$ cat src/hw/rtl/bsm_pkg.sv
// bsm_pkg: shared types and constants of the bounded substring matcher
// request payload structs, configuration codes and sizing constants
// no dependencies
package bsm_pkg;

	// sizing
	localparam int MAX_SCAN_LENGTH   = 1024;
	localparam int MAX_PATTERN_CHARS = 8;
	localparam int WINDOW_DEPTH      = 8;
	localparam int BYTE_W            = 8;
	localparam int CNT_W             = $clog2(MAX_SCAN_LENGTH + 1);
	localparam int POS_W             = 10;
	localparam int LEN_W             = 4;
	localparam int WIN_IDX_W         = $clog2(WINDOW_DEPTH);
	localparam int PAT_W             = 64;
	localparam int CFG_IDX_W         = 1;

	// configuration register indexes
	localparam logic [CFG_IDX_W-1:0] CFG_PATTERN_CHARS  = 1'd0;
	localparam logic [CFG_IDX_W-1:0] CFG_PATTERN_LENGTH = 1'd1;

	// reset values
	localparam logic [PAT_W-1:0] PATTERN_CHARS_RST  = 64'h0000_0000_0000_4B4F;
	localparam logic [LEN_W-1:0] PATTERN_LENGTH_RST = 4'd2;

	// input request
	typedef struct packed {
		logic [BYTE_W-1:0] data_byte;
		logic              last_byte;
	} bsm_in_t;

	// result request
	typedef struct packed {
		logic             found;
		logic [POS_W-1:0] match_position;
	} bsm_out_t;

	// configuration seen by the scan logic
	typedef struct packed {
		logic [PAT_W-1:0] pattern_chars;
		logic [LEN_W-1:0] pattern_length;
	} bsm_cfg_t;

endpackage

$ cat src/hw/rtl/bsm_scan.sv
// bsm_scan: byte window, byte counter, match tracking and parallel compare
// depends on bsm_pkg
module bsm_scan (
	input  logic              clk,
	input  logic              arst_n,
	input  logic              advance,
	input  bsm_pkg::bsm_in_t  item,
	input  bsm_pkg::bsm_cfg_t cfg,
	output bsm_pkg::bsm_out_t result
);
	import bsm_pkg::*;

	logic [BYTE_W-1:0] window_q [WINDOW_DEPTH];
	logic [BYTE_W-1:0] window_nx [WINDOW_DEPTH];
	logic [CNT_W-1:0]  count_q;
	logic [CNT_W-1:0]  count_nx;
	logic              seen_q;
	logic [POS_W-1:0]  first_q;
	logic [LEN_W-1:0]  eff_len;
	logic              room;
	logic              cmp_ok;
	logic              hit;
	logic [CNT_W-1:0]  start_pos;
	logic [LEN_W-1:0]  age;

	// clamp pattern length to 1..MAX_PATTERN_CHARS
	always_comb begin
		eff_len = cfg.pattern_length;
		if (eff_len == '0)
			eff_len = LEN_W'(1);
		if (eff_len > LEN_W'(MAX_PATTERN_CHARS))
			eff_len = LEN_W'(MAX_PATTERN_CHARS);
	end

	// window after shifting in the new byte
	always_comb begin
		window_nx[0] = item.data_byte;
		for (int i = 1; i < WINDOW_DEPTH; i++)
			window_nx[i] = window_q[i-1];
	end

	assign room     = (count_q < CNT_W'(MAX_SCAN_LENGTH));
	assign count_nx = count_q + CNT_W'(1);

	// compare every pattern character in use against its window slot
	always_comb begin
		cmp_ok = 1'b1;
		age    = '0;
		for (int k = 0; k < MAX_PATTERN_CHARS; k++) begin
			age = eff_len - LEN_W'(1) - LEN_W'(k);
			if (LEN_W'(k) < eff_len &&
				window_nx[age[WIN_IDX_W-1:0]] != cfg.pattern_chars[k*BYTE_W +: BYTE_W])
				cmp_ok = 1'b0;
		end
	end

	assign hit       = room && !seen_q && (count_nx >= CNT_W'(eff_len)) && cmp_ok;
	assign start_pos = count_nx - CNT_W'(eff_len);

	// result for a final byte, taken by the output register
	always_comb begin
		result.found          = seen_q || hit;
		result.match_position = seen_q ? first_q : (hit ? start_pos[POS_W-1:0] : '0);
	end

	// buffer state, cleared after every final byte
	always_ff @(posedge clk or negedge arst_n) begin
		if (!arst_n) begin
			for (int i = 0; i < WINDOW_DEPTH; i++)
				window_q[i] <= '0;
			count_q <= '0;
			seen_q  <= 1'b0;
			first_q <= '0;
		end else if (advance) begin
			if (item.last_byte) begin
				for (int i = 0; i < WINDOW_DEPTH; i++)
					window_q[i] <= '0;
				count_q <= '0;
				seen_q  <= 1'b0;
				first_q <= '0;
			end else if (room) begin
				window_q <= window_nx;
				count_q  <= count_nx;
				if (hit) begin
					seen_q  <= 1'b1;
					first_q <= start_pos[POS_W-1:0];
				end
			end
		end
	end

endmodule

$ cat src/hw/rtl/bsm_out_reg.sv
// bsm_out_reg: result register of the matcher, holds a result while stalled
// depends on bsm_pkg
module bsm_out_reg (
	input  logic              clk,
	input  logic              arst_n,
	input  logic              load,
	input  bsm_pkg::bsm_out_t result,
	input  logic              stall,
	output logic              valid,
	output logic              free,
	output bsm_pkg::bsm_out_t data
);
	import bsm_pkg::*;

	logic     valid_q;
	bsm_out_t data_q;

	// room for a new result when empty or being taken this cycle
	assign free  = !valid_q || !stall;
	assign valid = valid_q;
	assign data  = data_q;

	// valid flag
	always_ff @(posedge clk or negedge arst_n) begin
		if (!arst_n) begin
			valid_q <= 1'b0;
		end else if (load) begin
			valid_q <= 1'b1;
		end else if (!stall) begin
			valid_q <= 1'b0;
		end
	end

	// payload
	always_ff @(posedge clk) begin
		if (load)
			data_q <= result;
	end

endmodule

$ cat src/hw/rtl/bounded_substring_matcher.sv
// bounded_substring_matcher: top level of the streaming pattern matcher
// input register, configuration registers, scan logic and result register
// depends on bsm_pkg, bsm_scan, bsm_out_reg
//
// Usage: bytes of one buffer arrive on the in channel, one request per byte,
// the final byte marked by last_byte. After the final byte one request leaves
// on the out channel: found and the start offset of the first full match of
// the pattern (0 when not found). Other bytes give no result.
// The pattern (up to 8 characters, first in the low byte) and its length are
// written through cfg_we/cfg_index/cfg_data while no buffer is in flight.
// A final byte passes through the input register into the result register.
// Throughput: one byte per cycle unless a final byte is held, set by the window
// compare, combinational between the input register and the result register.
// Receiver stall: a pending result is held; non-final bytes keep flowing,
// and a final byte waits in the input register, which then stalls the sender.
// Bytes past 1024 in a buffer are dropped from the search.
// Reset: window, counters and both channels empty; pattern "OK", length 2.
module bounded_substring_matcher (
	input  logic                          clk,
	input  logic                          arst_n,
	input  logic                          in_valid,
	output logic                          in_stall,
	input  bsm_pkg::bsm_in_t              in_data,
	output logic                          out_valid,
	input  logic                          out_stall,
	output bsm_pkg::bsm_out_t             out_data,
	input  logic                          cfg_we,
	input  logic [bsm_pkg::CFG_IDX_W-1:0] cfg_index,
	input  logic [bsm_pkg::PAT_W-1:0]     cfg_data
);
	import bsm_pkg::*;

	logic     valid_s1;
	bsm_in_t  item_s1;
	logic     go_s1;
	logic     out_free;
	logic     load_out;
	bsm_cfg_t cfg_q;
	bsm_out_t scan_result;

	// configuration registers
	always_ff @(posedge clk or negedge arst_n) begin
		if (!arst_n) begin
			cfg_q.pattern_chars  <= PATTERN_CHARS_RST;
			cfg_q.pattern_length <= PATTERN_LENGTH_RST;
		end else if (cfg_we) begin
			case (cfg_index)
				CFG_PATTERN_CHARS:  cfg_q.pattern_chars  <= cfg_data;
				CFG_PATTERN_LENGTH: cfg_q.pattern_length <= cfg_data[LEN_W-1:0];
				default: ;
			endcase
		end
	end

	// input stage moves on unless a final byte finds the result register full
	assign go_s1    = valid_s1 && (!item_s1.last_byte || out_free);
	assign in_stall = valid_s1 && !go_s1;
	assign load_out = go_s1 && item_s1.last_byte;

	// input register
	always_ff @(posedge clk or negedge arst_n) begin
		if (!arst_n) begin
			valid_s1 <= 1'b0;
		end else if (in_valid && !in_stall) begin
			valid_s1 <= 1'b1;
		end else if (go_s1) begin
			valid_s1 <= 1'b0;
		end
	end

	always_ff @(posedge clk) begin
		if (in_valid && !in_stall)
			item_s1 <= in_data;
	end

	// window compare and buffer state
	bsm_scan u_scan (
		.clk    (clk),
		.arst_n (arst_n),
		.advance(go_s1),
		.item   (item_s1),
		.cfg    (cfg_q),
		.result (scan_result)
	);

	// result register
	bsm_out_reg u_out (
		.clk   (clk),
		.arst_n(arst_n),
		.load  (load_out),
		.result(scan_result),
		.stall (out_stall),
		.valid (out_valid),
		.free  (out_free),
		.data  (out_data)
	);

	// the sender is only held off by a final byte waiting on the result register
	a_stall_cause: assert property (@(posedge clk) disable iff (!arst_n)
		in_stall |-> (valid_s1 && item_s1.last_byte && out_valid && out_stall))
		else $error("input stalled without a blocked final byte");

	// a final byte that moves on always leaves a result behind
	a_final_result: assert property (@(posedge clk) disable iff (!arst_n)
		load_out |=> out_valid)
		else $error("final byte produced no result");

	// a miss carries offset zero
	a_miss_zero: assert property (@(posedge clk) disable iff (!arst_n)
		(out_valid && !out_data.found) |-> (out_data.match_position == '0))
		else $error("nonzero offset without a match");

endmodule

$ cat config.mk
export PLATFORM = sky130hd
export DESIGN_NAME = bounded_substring_matcher
export DESIGN_NICKNAME = d
export VERILOG_FILES = /design/src/hw/rtl/bsm_pkg.sv /design/src/hw/rtl/bsm_scan.sv /design/src/hw/rtl/bsm_out_reg.sv /design/src/hw/rtl/bounded_substring_matcher.sv
export SDC_FILE = /design/constraint.sdc
export NUM_CORES = 1
export LEC_CHECK = 0
export BUFFER_PORTS_ARGS = -buffer_cell sky130_fd_sc_hd__buf_2
export CORE_ASPECT_RATIO = 1.2
export CORE_MARGIN = 3
export CORE_UTILIZATION = 60
export DETAILED_ROUTE_END_ITERATION = 16
export PLACE_DENSITY_LB_ADDON = 0.05
export SETUP_SLACK_MARGIN = 0.3
export SLEW_MARGIN = 20
export SYNTH_ARGS = -nofsm -noshare
export SYNTH_HDL_FRONTEND = slang
export SYNTH_HIERARCHICAL = 1
export SYNTH_SLANG_ARGS = --single-unit
$ cat constraint.sdc
create_clock -name clk -period 7.45 [get_ports clk]
set_clock_uncertainty 0.05 [all_clocks]
set_input_delay 1.1175 -clock clk [delete_from_list [all_inputs] [get_ports clk]]
set_output_delay 1.1175 -clock clk [all_outputs]
set_load 0.005 [all_outputs]
# Word level (Yosys, flattened, before mapping)
# Index checks and enable logic that the tools add are counted.
[totals]
reg_bits = 168
input_bits = 79
out_inout_bits = 13
wordCells = 147
[op_classes]
add_sub_neg = 10
n_lt_le_gt_ge = 19
n_eq_ne = 9
mux = 50
n_bitwise = 9
n_reduce_logical = 32
[op_table]
columns = ["operator", "count"]
rows = [
  ["8-bit binary-select mux with 3-bit select", 8],
  ["64-bit two-way mux", 2],
  ["8-bit two-way mux", 16],
  ["8-bit inequality test", 8],
  ["10-bit two-way mux", 5],
  ["4-bit >= comparator (second input constant)", 8],
  ["3-bit NOT with 4-bit output", 8],
  ["11-bit two-way mux", 2],
  ["3-bit by 4-bit less-than comparator with 1-bit output (first input constant)", 4],
  ["1-bit logical AND", 15],
  ["1-bit two-way mux", 15],
  ["3-bit subtractor (second input constant)", 4],
  ["11-bit by 1-bit adder with 11-bit output (second input constant)", 1],
  ["11-bit by 4-bit >= comparator with 1-bit output", 1],
  ["11-bit less-than comparator (second input constant)", 1],
  ["10-bit by 4-bit subtractor with 10-bit output", 1],
  ["1-bit by 4-bit less-than comparator with 1-bit output (first input constant)", 2],
  ["2-bit by 4-bit less-than comparator with 1-bit output (first input constant)", 2],
  ["4-bit two-way mux", 2],
  ["1-bit logical NOT", 6],
  ["2-bit AND reduction", 3],
  ["2-bit nonzero test", 3],
  ["3-bit by 1-bit subtractor with 3-bit output (second input constant)", 2],
  ["3-bit by 2-bit subtractor with 3-bit output (second input constant)", 2],
  ["6 further kinds", 8],
]

# Logic depth before layout (Yosys ltp)
# Gate-level depths: netlist (run 1).
[depth]
ltp_word = 23
mapped_depth = 21
mapped_depth_nobuf = 15

# Modules after synthesis
# The synthesis (run 1) kept the hierarchy.
[by_module_without_submodules]
columns = ["module", "instances", "cells_per_inst", "area_per_inst_um2"]
rows = [
  ["bsm_scan", 1, 1097, 8897.3],
  ["bounded_substring_matcher", 1, 163, 3200.6],
  ["bsm_out_reg", 1, 14, 366.6],
]

# Least setup slack after synthesis (run 1)
# No wires, ideal clock.
[synth_timing]
path_type = "register to register"
from = "reg cfg_q[0] (netlist name)"
to = "reg u_scan.first_q[2]"
setup_time_ns = 0.126
t_arrival_ns = 4.192
path_slack_ns = 3.082
path_stages_with_launch = 20
path_buffers = 6
period_less_slack_ns = 4.368
cell_sequence = "dfrtp_1 -> buf_4 -> o21bai_4 -> nand2_2 -> buf_6 -> buf_6 -> buf_2 -> ha_1 -> buf_2 -> inv_1 -> xnor2_4 -> buf_6 -> mux4_2 -> xnor2_1 -> nand2_1 -> o41ai_1 -> o2111a_1 -> a31oi_2 -> or2_4 -> a221o_1"
[synth_via]
elab_chain_len = 22
elab_cells_between_ends = 85
classes_between = "9 x add/sub; 10 x order compare; 8 x eq/ne; 37 x mux; 8 x bitwise; 13 x reduce/logical"
[synth_lines]
columns = ["item", "line_no", "source"]
rows = [
  ["start: declaration", "bounded_substring_matcher.sv:38", "bsm_cfg_t cfg_q;"],
  ["4-bit logical NOT", "bsm_scan.sv:29", "if (eff_len == '0)"],
  ["4-bit two-way mux *", "bsm_scan.sv:29", ""],
  ["4-bit greater-than comparator", "bsm_scan.sv:31", "if (eff_len > LEN_W'(MAX_PATTERN_CHARS))"],
  ["4-bit two-way mux *", "bsm_scan.sv:31", ""],
  ["3-bit by 1-bit subtractor with 3-bit output", "bsm_scan.sv:50", "age = eff_len - LEN_W'(1) - LEN_W'(k);"],
  ["3-bit by 1-bit subtractor with 3-bit output or 3-bit NOT with 4-bit output (tied branches)", "bsm_scan.sv:50, bsm_scan.sv:52", ""],
  ["3-bit NOT with 4-bit output (implied by the code) or 8-bit binary-select mux with 3-bit select (tied branches)", "bsm_scan.sv:52", "window_nx[age[WIN_IDX_W-1:0]] != cfg.pattern_chars[k*BYTE_W +: BYTE_W])"],
  ["8-bit binary-select mux with 3-bit select or 8-bit two-way mux (tied branches)", "bsm_scan.sv:52", ""],
  ["8-bit two-way mux (implied by the code)", "bsm_scan.sv:52", ""],
  ["8-bit two-way mux (implied by the code) or 8-bit inequality test (tied branches)", "bsm_scan.sv:52", ""],
  ["8-bit inequality test or 1-bit logical AND (tied branches)", "bsm_scan.sv:52, bsm_scan.sv:51", ""],
  ["1-bit logical AND or 1-bit two-way mux (tied branches)", "bsm_scan.sv:51", "if (LEN_W'(k) < eff_len &&"],
  ["1-bit two-way mux (7 in series)", "bsm_scan.sv:51", ""],
  ["1-bit logical AND", "bsm_scan.sv:57", "assign hit = room && !seen_q && (count_nx >= CNT_W'(eff_len)) && cmp_ok;"],
  ["2-bit nonzero test (no line)", "n/a", ""],
  ["3-bit AND reduction (no line)", "n/a", ""],
  ["end signal: assignment", "bsm_scan.sv:86", "first_q <= start_pos[POS_W-1:0];"],
  ["end: declaration", "bsm_scan.sv:18", "logic [POS_W-1:0] first_q;"],
]
# Mark *: on every way between the ends. The rest lies on a longest branch, timed or not. The select of a mux whose other input is x is not followed.
# A chain may end at the register's enable or synchronous reset.

==> impl_metrics.ini, run 1 <==
[placed_design]
dpl_cell_area_um2 = 12780
dpl.hpwl_um = 26440
placement.io_buffers = 91
dp_cells = 1549
place.gp.congestion = 0.9812
pre_cts_slack_ns = 2.278

[logic_synthesis]
synth_area_leaders = dfrtp_1 (28%), mux2_4 (7.2%), mux4_2 (5.4%)
async_flop_share_pct = 88.10
synth_area_leader_cell = dfrtp_1
synth-seq-area-share_pct = 34.63
ys_warn_count = 6
ys_seq_elements = 168
synth_edf_count = 20
synth_ff_type = dfrtp_1
synth_top_area_share_pct = 27.71
synthDistinctLibCells = 90
synth_area_um2 = 12460
syn_inst = 1274
syn_area_per_cell_um2 = 9.784
synth_nets = 1361

[grt]
grt_pass1_vias = 9763
grt_first_pass_wirelength_um = 57660
grt_overflow = 0
grt_max_degree = 80
antenna_found_initial = 1
grt_use_total_pct = 33.50

[run]
cap_viol_max_count = 0

[routing]
first_pass_iters = 7
vias = 10480
drc_errors = 0
vias_per_cell = 6.622
wirelength_um = 37240
drtAntennaViolNets = 0
post_drt_wl_per_cell_um = 23.52
initialDrtViolationCount = 1310

[cts]
cts_tree = done
cts-resized-gates = 0
cts_setup_buffers = 0
clock-sinks = 168
root_buffer = clkbuf_16
cts_hold_buffers = 0
cts.clk_slew.worst_paths_ns = 0.07
clk_latency_ns = 0.44
cts_buffer_depth = 2
htreeDepth = 4
cts_made_buffers = 17

[setup_path]
cp.required_ns = 7.70
cp.arrival_ns = 5.54
start_kind = flop
crit_path_frequent_cell = buf_4
cp-startpoint = cfg_q[3]
r2r_cells = 15
crit_chain = buf_4 -> nand2b_1 -> ha_1 -> buf_4 -> inv_1 -> xnor2_4 -> mux4_2 -> xnor2_1 -> nor4_1 -> mux2i_1 -> nor4b_2 -> o2111a_1 -> a31oi_2 -> nor2_1 -> a22o_1
r2r_start = cfg_q[3]
crit_cells = 15
regToRegEndpoint = u_out/data[8]
slowest_delay_ns = 0.64
worstSetupPathType = flop to flop
cp_top_family = simple AND/OR/NAND/NOR gates
endpoint = u_out/data[8]
worstSetupEndpointType = flop
critPathSlowestCell = nor2_1
crit_fanout = 61
cp_num_buf_inv = 3
rrSetupSlack_ns = 2.16

[cells_and_area]
fin_area_um2 = 13380
nets = 1390
final.fill_count = 1667
final_layout_size_suffix_gt1_share_pct = 22.26
area_delta_synth_final_pct = 7.308
fin_cells = 1583

[timing]
fin_crit_sh_pct = 71.05
fmax_ghz = 0.1889
slew_violations = 0
worst_slack_ns = 2.157
period_minus_slack_ns = 5.293
setup_tns_ns = 0
rsz0062_at_grt = false
tightest_slew_ns = 1.043
setup_violations = 0
slew_headroom_pct = 30.23
hold_viol_final = 0

[power_and_ir_drop]
power_frac_comb_pct = 35.9
p_int_w = 0.002027
ir_drop_v = 0.0001743
p_seq_share_pct = 36.7
power_switching_w = 0.001239
p_leak_nw = 5.563
switching_share_pct = 37.94
clkPwrFrac_pct = 27.5
cellPowerDensity_nw_per_um2 = 244.2

[floorplan]
core_um2 = 20330
fp-row-count = 57
die_x_um = 137.6
dieArea_um2 = 22550
die_y_um = 163.9
num_io_pins = 92
initial_utilization_pct = 61.32

[outcome]
status = complete, no violations

[hold_path]
min_path_type = flop to flop
-- metrics by stage --
step | power, W | hold slack (ns) | util (%)
6_report | 0.003266 | 0.4647 | 65.80
5_1_grt | 0.003420 | 0.4893 | 65.78
4_1_cts | 0.003254 | 0.4647 | 65.78
3_5_place_dp | 0.002352 | 0.4423 | 62.90
3_3_place_gp | 0.002340 | 0.4293 | 62.90
2_1_floorplan | 0.002063 | 0.4306 | -
-- power groups by stage --
stage / clock [W] / sequential (W) / combinational [W]
after detailed placement: 0 / 0.00121 / 0.00114
after floorplan: 0 / 0.00114 / 0.000925
after global routing: 0.000951 / 0.00121 / 0.00126
after global placement: 0 / 0.00121 / 0.00113
final: 0.000898 / 0.00120 / 0.00117
after CTS: 0.000912 / 0.00119 / 0.00115
-- layout make-up --
cell class / instances / area, um^2 / area share, %
Tap cell: 265 / 331.6 / 2.479
Antenna cell: 2 / 5.005 / 0.03742
Clock inverter: 15 / 160.2 / 1.197
Inverter: 37 / 138.9 / 1.038
Timing Repair Buffer: 107 / 581.8 / 4.350
Clock buffer: 17 / 425.4 / 3.181
Multi-Input combinational cell: 972 / 7415 / 55.44
Sequential cell: 168 / 4318 / 32.28
-- sequential cells by signal (all words and copies together), names as in the netlist --
signal	count
u_out/data	11
cfg_q	68
u_scan/seen_q	1
u_scan/first_q	10
item_s1	9
u_out/valid	1
u_scan/window_nx	56
valid_s1	1
u_scan/count_q	11
-- worst min-delay path by stage --
stage | start | end | slack [ns] | cells past startpoint
4_1_cts | u_out/valid | u_out/valid | 0.46 | 1
2_1_floorplan | cfg_q[0] | cfg_q[0] | 0.43 | 1
6_report | u_out/valid | u_out/valid | 0.46 | 1
5_1_grt | u_out/valid | u_out/valid | 0.49 | 1
3_5_place_dp | u_out/valid | u_out/valid | 0.44 | 1
3_3_place_gp | u_out/valid | u_out/valid | 0.43 | 1
-- Yosys cell counts, drive strengths merged (29+ instances only) --
cell type  count
a21oi         44
buf           56
clkbuf        41
dfrtp        138
inv           37
mux2          86
mux2i         57
mux4          30
nand2        164
nand3         30
nor2          33
nor3          29
o21ai        122
xnor2         48
xor2          34
-- layer usage --
| layer | vias up | wire length [um] | global-route usage (%) |
|---|---|---|---|
| met1 | 5056 | 15370 | 46.01 |
| met4 | 2 | 1852 | 16.56 |
| met5 | - | 14 | 0 |
| met3 | 121 | 3136 | 6.710 |
| met2 | 541 | 16860 | 50.49 |
| li1 | 4763 | - | - |
-- kinds of logic (layout without fill, tap and decap cells) --
family,after synthesis,after routing,synth area share (%)
AND/OR/NAND/NOR,381,381,15.48
AO/OA/AOI/OAI,328,328,17.51
buffers and inverters,134,176,6.033
XOR/XNOR,82,82,5.912
other,0,2,0
adder cells (fa/ha/maj),8,8,0.8633
multiplexers,173,173,19.57
flip-flops,168,168,34.63
-- placed cells by master (no fill, tap or decap), types with 10 or more instances in the layout --
cell type	instances
a2111oi_0	10
a211oi_1	12
a21o_1	10
a21oi_1	44
a22o_1	12
and2_1	15
and3_1	11
buf_2	90
buf_4	16
clkbuf_16	17
dfrtp_1	137
dfstp_2	10
edfxtp_1	20
inv_1	32
mux2_2	26
mux2_4	60
mux2i_1	57
mux4_2	30
nand2_1	163
nand2b_1	13
nand3_1	30
nor2_1	33
nor2b_1	13
nor3_1	29
nor4_1	18
o211ai_1	10
o21ai_0	121
o22ai_1	18
o31ai_1	16
xnor2_1	46
xor2_1	34
Power figures use the tool's default switching activity.
==> inputs of run 2 (changes only) <==
- CORE_UTILIZATION: 60 -> 56
- clock period: 7.45 -> 4.5 ns (I/O delays scaled with it)
==> run 2 against run 1 <==
  * Non-clock buffer count up 23
  * Register-to-register slack worse by 1.7 ns
  * First-iteration DRC count down 7.1%
  * Final cell count up 1.9%
  * Clock power up 63%
  * Critical endpoint is now u_scan/first_q[2]
  * Largest cell class unchanged
  * Highest routed layer is now met4
==> impl_metrics.ini, run 2 (same netlist as run 1, synthesis figures left out) <==
[cells_and_area]
insertedDiodeCount = 0
fin_area_um2 = 13760
top_register = cfg_q
final_cell_mix = nand2_1 (163), dfrtp_1 (136), o21ai_0 (115), buf_2 (90), mux2_4 (60)
largest_reg_flops = 68
final_layout_size_suffix_gt1_share_pct = 24.65
area_delta_synth_final_pct = 10.40
nets = 1413
final_common_cell = nand2_1

[routing]
drtAntennaViolNets = 0
first_pass_iters = 7
drc_errors = 0
initialDrtViolationCount = 1217
vias_per_cell = 6.632
post_drt_wl_per_cell_um = 23.67
wirelength_um = 38180
vias = 10700

[cts]
cts_buffer_depth = 2
clock-sinks = 168
cts_hold_buffers = 0
cts.clk_slew.worst_paths_ns = 0.07
cts_tree = done
clk_latency_ns = 0.44
root_buffer = clkbuf_16
cts_made_buffers = 17
htreeDepth = 4

[placed_design]
place.gp.congestion = 0.9576
dpl_cell_area_um2 = 13000
placement.io_buffers = 91
dpl.hpwl_um = 27220

[grt]
grt_first_pass_wirelength_um = 58140
grt_pass1_vias = 9668
grt_max_degree = 88
antenna_found_initial = 0
grt_use_total_pct = 31.61
grt_overflow = 0

[floorplan]
initial_utilization_pct = 57.24
dieArea_um2 = 24090
die_x_um = 142.2
die_y_um = 169.4
fp-row-count = 59
num_io_pins = 92
core_um2 = 21780

[power_and_ir_drop]
clkPwrFrac_pct = 26.2
power_frac_comb_pct = 38.1
switching_share_pct = 37.93
p_seq_share_pct = 35.7
p_int_w = 0.003444
cellPowerDensity_nw_per_um2 = 403.2
power_switching_w = 0.002105
p_leak_nw = 5.718
ir_drop_v = 0.0003010

[hold_path]
min_path_type = primary input to async pin

[timing]
fmax_ghz = 0.2461
fin_crit_sh_pct = 90.29
tightest_slew_ns = 1.038
slew_violations = 0
holdWs_ns = 0.1782
slew_headroom_pct = 30.73
rsz0062_at_grt = false
setup_violations = 0
period_minus_slack_ns = 4.063
hold_viol_final = 0

[setup_path]
cp_num_buf_inv = 2
crit_fanout = 38
slowest_delay_ns = 0.57
critPathSlowestCell = dfstp_2
crit_chain = buf_6 -> xnor2_1 -> nor2_1 -> mux4_2 -> mux2i_1 -> xor2_1 -> nand4_1 -> buf_4 -> nor4_2 -> o2111a_2 -> a31oi_4 -> or2_4 -> a221o_1
cp.required_ns = 4.77
worstSetupPathType = flop to flop
cp_top_family = simple AND/OR/NAND/NOR gates
start_kind = flop
worstSetupEndpointType = flop
cp.arrival_ns = 4.33

[outcome]
status = complete, no violations

[run]
cap_viol_max_count = 0
## run 2: cell count changes in the layout (fill, tap and decap cells not counted), sizes merged
cell / before / now
buf: 107 / 130
clkinv: 4 / 7
inv: 45 / 42
diode: 2 / 0
## run 2: worst paths after layout
path,from,endpoint,slack (ns),depth (start not counted)
setup / recovery,cfg_q[1],u_scan/first_q[2],0.44,13
hold / removal,arst_n,u_scan/count_q[7],0.18,1
max in group asynchronous,arst_n,cfg_q[10],3.31,2
min in group clk,in_data[5],item_s1[5],0.36,1
setup reg to reg,cfg_q[1],u_scan/first_q[2],0.44,13
hold reg to reg,u_out/valid,u_out/valid,0.45,1
## run 2: what timing repair did
action                     in CTS  in global routing
buffers inserted                0                  3
setup endpoints to repair      22                 22
pin swaps                       0                  9
gates resized for setup        16                 31
## run 2: metrics by stage
step	cells	total power, W	setup TNS, ns	util (%)	setup WS (ns)
after floorplan	1274	0.003419	0	-	0.2640
after global placement	1578	0.003951	-0.08180	59.68	-0.01912
after detailed placement	1578	0.003978	-0.5287	59.68	-0.1102
after CTS	1610	0.005464	0	62.60	0.2712
after global routing	1613	0.005804	0	63.19	0.2991
final	1613	0.005549	0	63.19	0.4370
## run 2: routing by layer
| metal | global-route usage, % | part of all wire [%] | vias up |
|---|---|---|---|
| li1 | - | - | 4810 |
| met1 | 43.12 | 41 | 5207 |
| met2 | 50.03 | 47 | 556 |
| met3 | 4.397 | 7.3 | 124 |
| met4 | 14.73 | 5.0 | 0 |
| met5 | 0 | 0 | - |
## run 2: area by class of cell
| cell class | count | area [um^2] |
|---|---|---|
| clock buffer | 17 | 425.4 |
| inverter | 37 | 143.9 |
| timing repair buffer | 130 | 858.3 |
| sequential | 168 | 4319 |
| tap | 274 | 342.8 |
| clock inverter | 15 | 145.1 |
| fill | 1800 | 8016 |
| multi-input combinational | 972 | 7526 |
## run 2: power by group through the flow
| stage | clock, W | sequential (W) | combinational [W] |
|---|---|---|---|
| finish | 0.00146 | 0.00198 | 0.00211 |
| global route | 0.00155 | 0.00200 | 0.00226 |
| CTS | 0.00147 | 0.00197 | 0.00202 |
| detailed placement | 0 | 0.00200 | 0.00198 |
| global placement | 0 | 0.00200 | 0.00196 |
| floorplan | 0 | 0.00188 | 0.00153 |
==> inputs of run 3 (changes only) <==
- CORE_MARGIN: 3 -> 2
- CORE_UTILIZATION: 56 -> 57
- CTS_BUF_LIST: default -> sky130_fd_sc_hd__clkbuf_8
==> run 3 against run 2 <==
  * Total power decreased by 5.4%
  * Count of clock-buffer cells in the layout unchanged
  * Combinational power increased by 3%
  * Die area decreased by 4.2%
  * Via count decreased by 0.20%
  * Fmax decreased by 0.64%
  * Core utilization increased by 0.52 points
  * Critical endpoint unchanged
==> impl_metrics.ini, run 3 (same netlist as run 1, synthesis figures left out) <==
[floorplan]
initial_utilization_pct = 57.82
num_io_pins = 92
dieArea_um2 = 23070
die_x_um = 139.0
die_y_um = 166.0
fp-row-count = 59
core_um2 = 21560

[cells_and_area]
final_core_util_pct = 63.70
top_register = cfg_q
largest_reg_flops = 68
insertedDiodeCount = 0
final_layout_size_suffix_gt1_share_pct = 25.99
area_delta_synth_final_pct = 10.17
fin_cells = 1632
final_common_cell = nand2_1
final_cell_mix = nand2_1 (163), dfrtp_1 (137), o21ai_0 (116), buf_2 (90), mux2_4 (60)
nets = 1432
final.fill_count = 1807

[timing]
fmax_ghz = 0.2446
setup_violations = 0
rsz0062_at_grt = false
setup_tns_ns = 0
hold_viol_final = 0
slew_violations = 0
holdWs_ns = 0.1287
period_minus_slack_ns = 4.089
tightest_slew_ns = 0.8701
fin_crit_sh_pct = 90.87
slew_headroom_pct = 41.77
worst_slack_ns = 0.4109

[power_and_ir_drop]
switching_share_pct = 40.74
cellPowerDensity_nw_per_um2 = 382.1
ir_drop_v = 0.0002441
p_int_w = 0.003110
power_switching_w = 0.002138
power_frac_comb_pct = 41.3
p_leak_nw = 5.743
clkPwrFrac_pct = 21.0
p_seq_share_pct = 37.7

[setup_path]
cp_top_family = compound AO/OA/AOI/OAI gates
slowest_delay_ns = 0.59
worstSetupEndpointType = flop
crit_chain = buf_4 -> or2b_1 -> o22ai_1 -> nor4_1 -> o21ai_0 -> a2111oi_2 -> nand4_1 -> nor4_2 -> o2111a_1 -> a31oi_2 -> or2_4 -> a221o_1
r2r_start = cfg_q[1]
cp.arrival_ns = 4.42
r2r_cells = 12
regToRegEndpoint = u_scan/first_q[2]
cp_num_buf_inv = 1
worstSetupPathType = flop to flop
crit_fanout = 25
start_kind = flop
rrSetupSlack_ns = 0.41
critPathSlowestCell = dfstp_2
cp.required_ns = 4.83

[cts]
cts.clk_slew.worst_paths_ns = 0.11
htreeDepth = 4
cts_made_buffers = 17
cts_hold_buffers = 0
cts_buffer_depth = 2
cts_tree = done
clk_latency_ns = 0.48
clock-sinks = 168
root_buffer = clkbuf_8

[hold_path]
min_path_type = primary input to async pin

[placed_design]
pre_cts_slack_ns = 0.2345
dpl.hpwl_um = 28950
placement.io_buffers = 91
place.gp.congestion = 0.9868
dp_cells = 1595

[routing]
wirelength_um = 39580
post_drt_wl_per_cell_um = 24.25
vias = 10680
first_pass_iters = 5
drc_errors = 0
drtAntennaViolNets = 0
initialDrtViolationCount = 1066
vias_per_cell = 6.542

[grt]
grt_overflow = 0
antenna_found_initial = 0
grt_max_degree = 78
grt_pass1_vias = 10030
grt_use_total_pct = 34.00
grt_first_pass_wirelength_um = 59760

[run]
cap_viol_max_count = 0

[outcome]
status = complete, no violations
[run 3: through the flow]
stage	instance area [um^2]	power (W)
after floorplan	12470	0.003419
after detailed placement	13140	0.004033
after global placement	13140	0.004016
final	13730	0.005247
after global routing	13730	0.005496
after CTS	13580	0.005165
[run 3: worst reg2reg max path, stage by stage, from the launching register on]
cell,delay [ns]
dfstp_2,0.59
buf_4,0.32
or2b_1,0.21
o22ai_1,0.09
nor4_1,0.34
o21ai_0,0.20
a2111oi_2,0.48
nand4_1,0.28
nor4_2,0.35
o2111a_1,0.28
a31oi_2,0.17
or2_4,0.31
a221o_1,0.32
[run 3: repair_timing]
item	in CTS	in global routing
resized for setup	3	39
endpoints found under the setup margin	14	22
pin swaps	2	5
buffers inserted	4	1
[run 3: metal layers]
| metal | GRT usage, % | vias to the layer above | part of all wire [%] |
|---|---|---|---|
| li1 | - | 4846 | - |
| met1 | 43.04 | 5150 | 39 |
| met2 | 55.24 | 539 | 47 |
| met3 | 6.546 | 141 | 7.8 |
| met4 | 18.27 | 0 | 5.6 |
| met5 | 0 | - | 0 |
[run 3: how the worst max path moves through the flow]
stage,startpoint,end,slack [ns],cells past startpoint
floorplan,cfg_q[0],u_scan/first_q[2],0.26,19
global placement,cfg_q[1],u_scan/first_q[2],0.27,14
detailed placement,cfg_q[1],u_scan/first_q[2],0.23,14
CTS,cfg_q[1],u_scan/first_q[2],0.32,16
global route,cfg_q[1],u_scan/first_q[9],0.23,14
finish,cfg_q[1],u_scan/first_q[2],0.41,12
[run 3: cell type report]
type                    count  area [um^2]  share of cell area, %
clock buffers              17        234.0                  1.704
clock inverters            15        160.2                  1.166
inverters                  37        143.9                  1.048
multi-input cells         972         7522                  54.78
flip-flops and latches    168         4318                  31.44
well taps                 274        342.8                  2.497
repair buffers            149         1011                  7.362
[run 3: power by group through the flow]
| stage | Combinational, W | Clock [W] | Sequential (W) |
|---|---|---|---|
| after floorplan | 0.00153 | 0 | 0.00188 |
| after global placement | 0.00202 | 0 | 0.00200 |
| after detailed placement | 0.00204 | 0 | 0.00200 |
| after CTS | 0.00208 | 0.00112 | 0.00197 |
| after global routing | 0.00231 | 0.00118 | 0.00200 |
| final | 0.00217 | 0.00110 | 0.00198 |
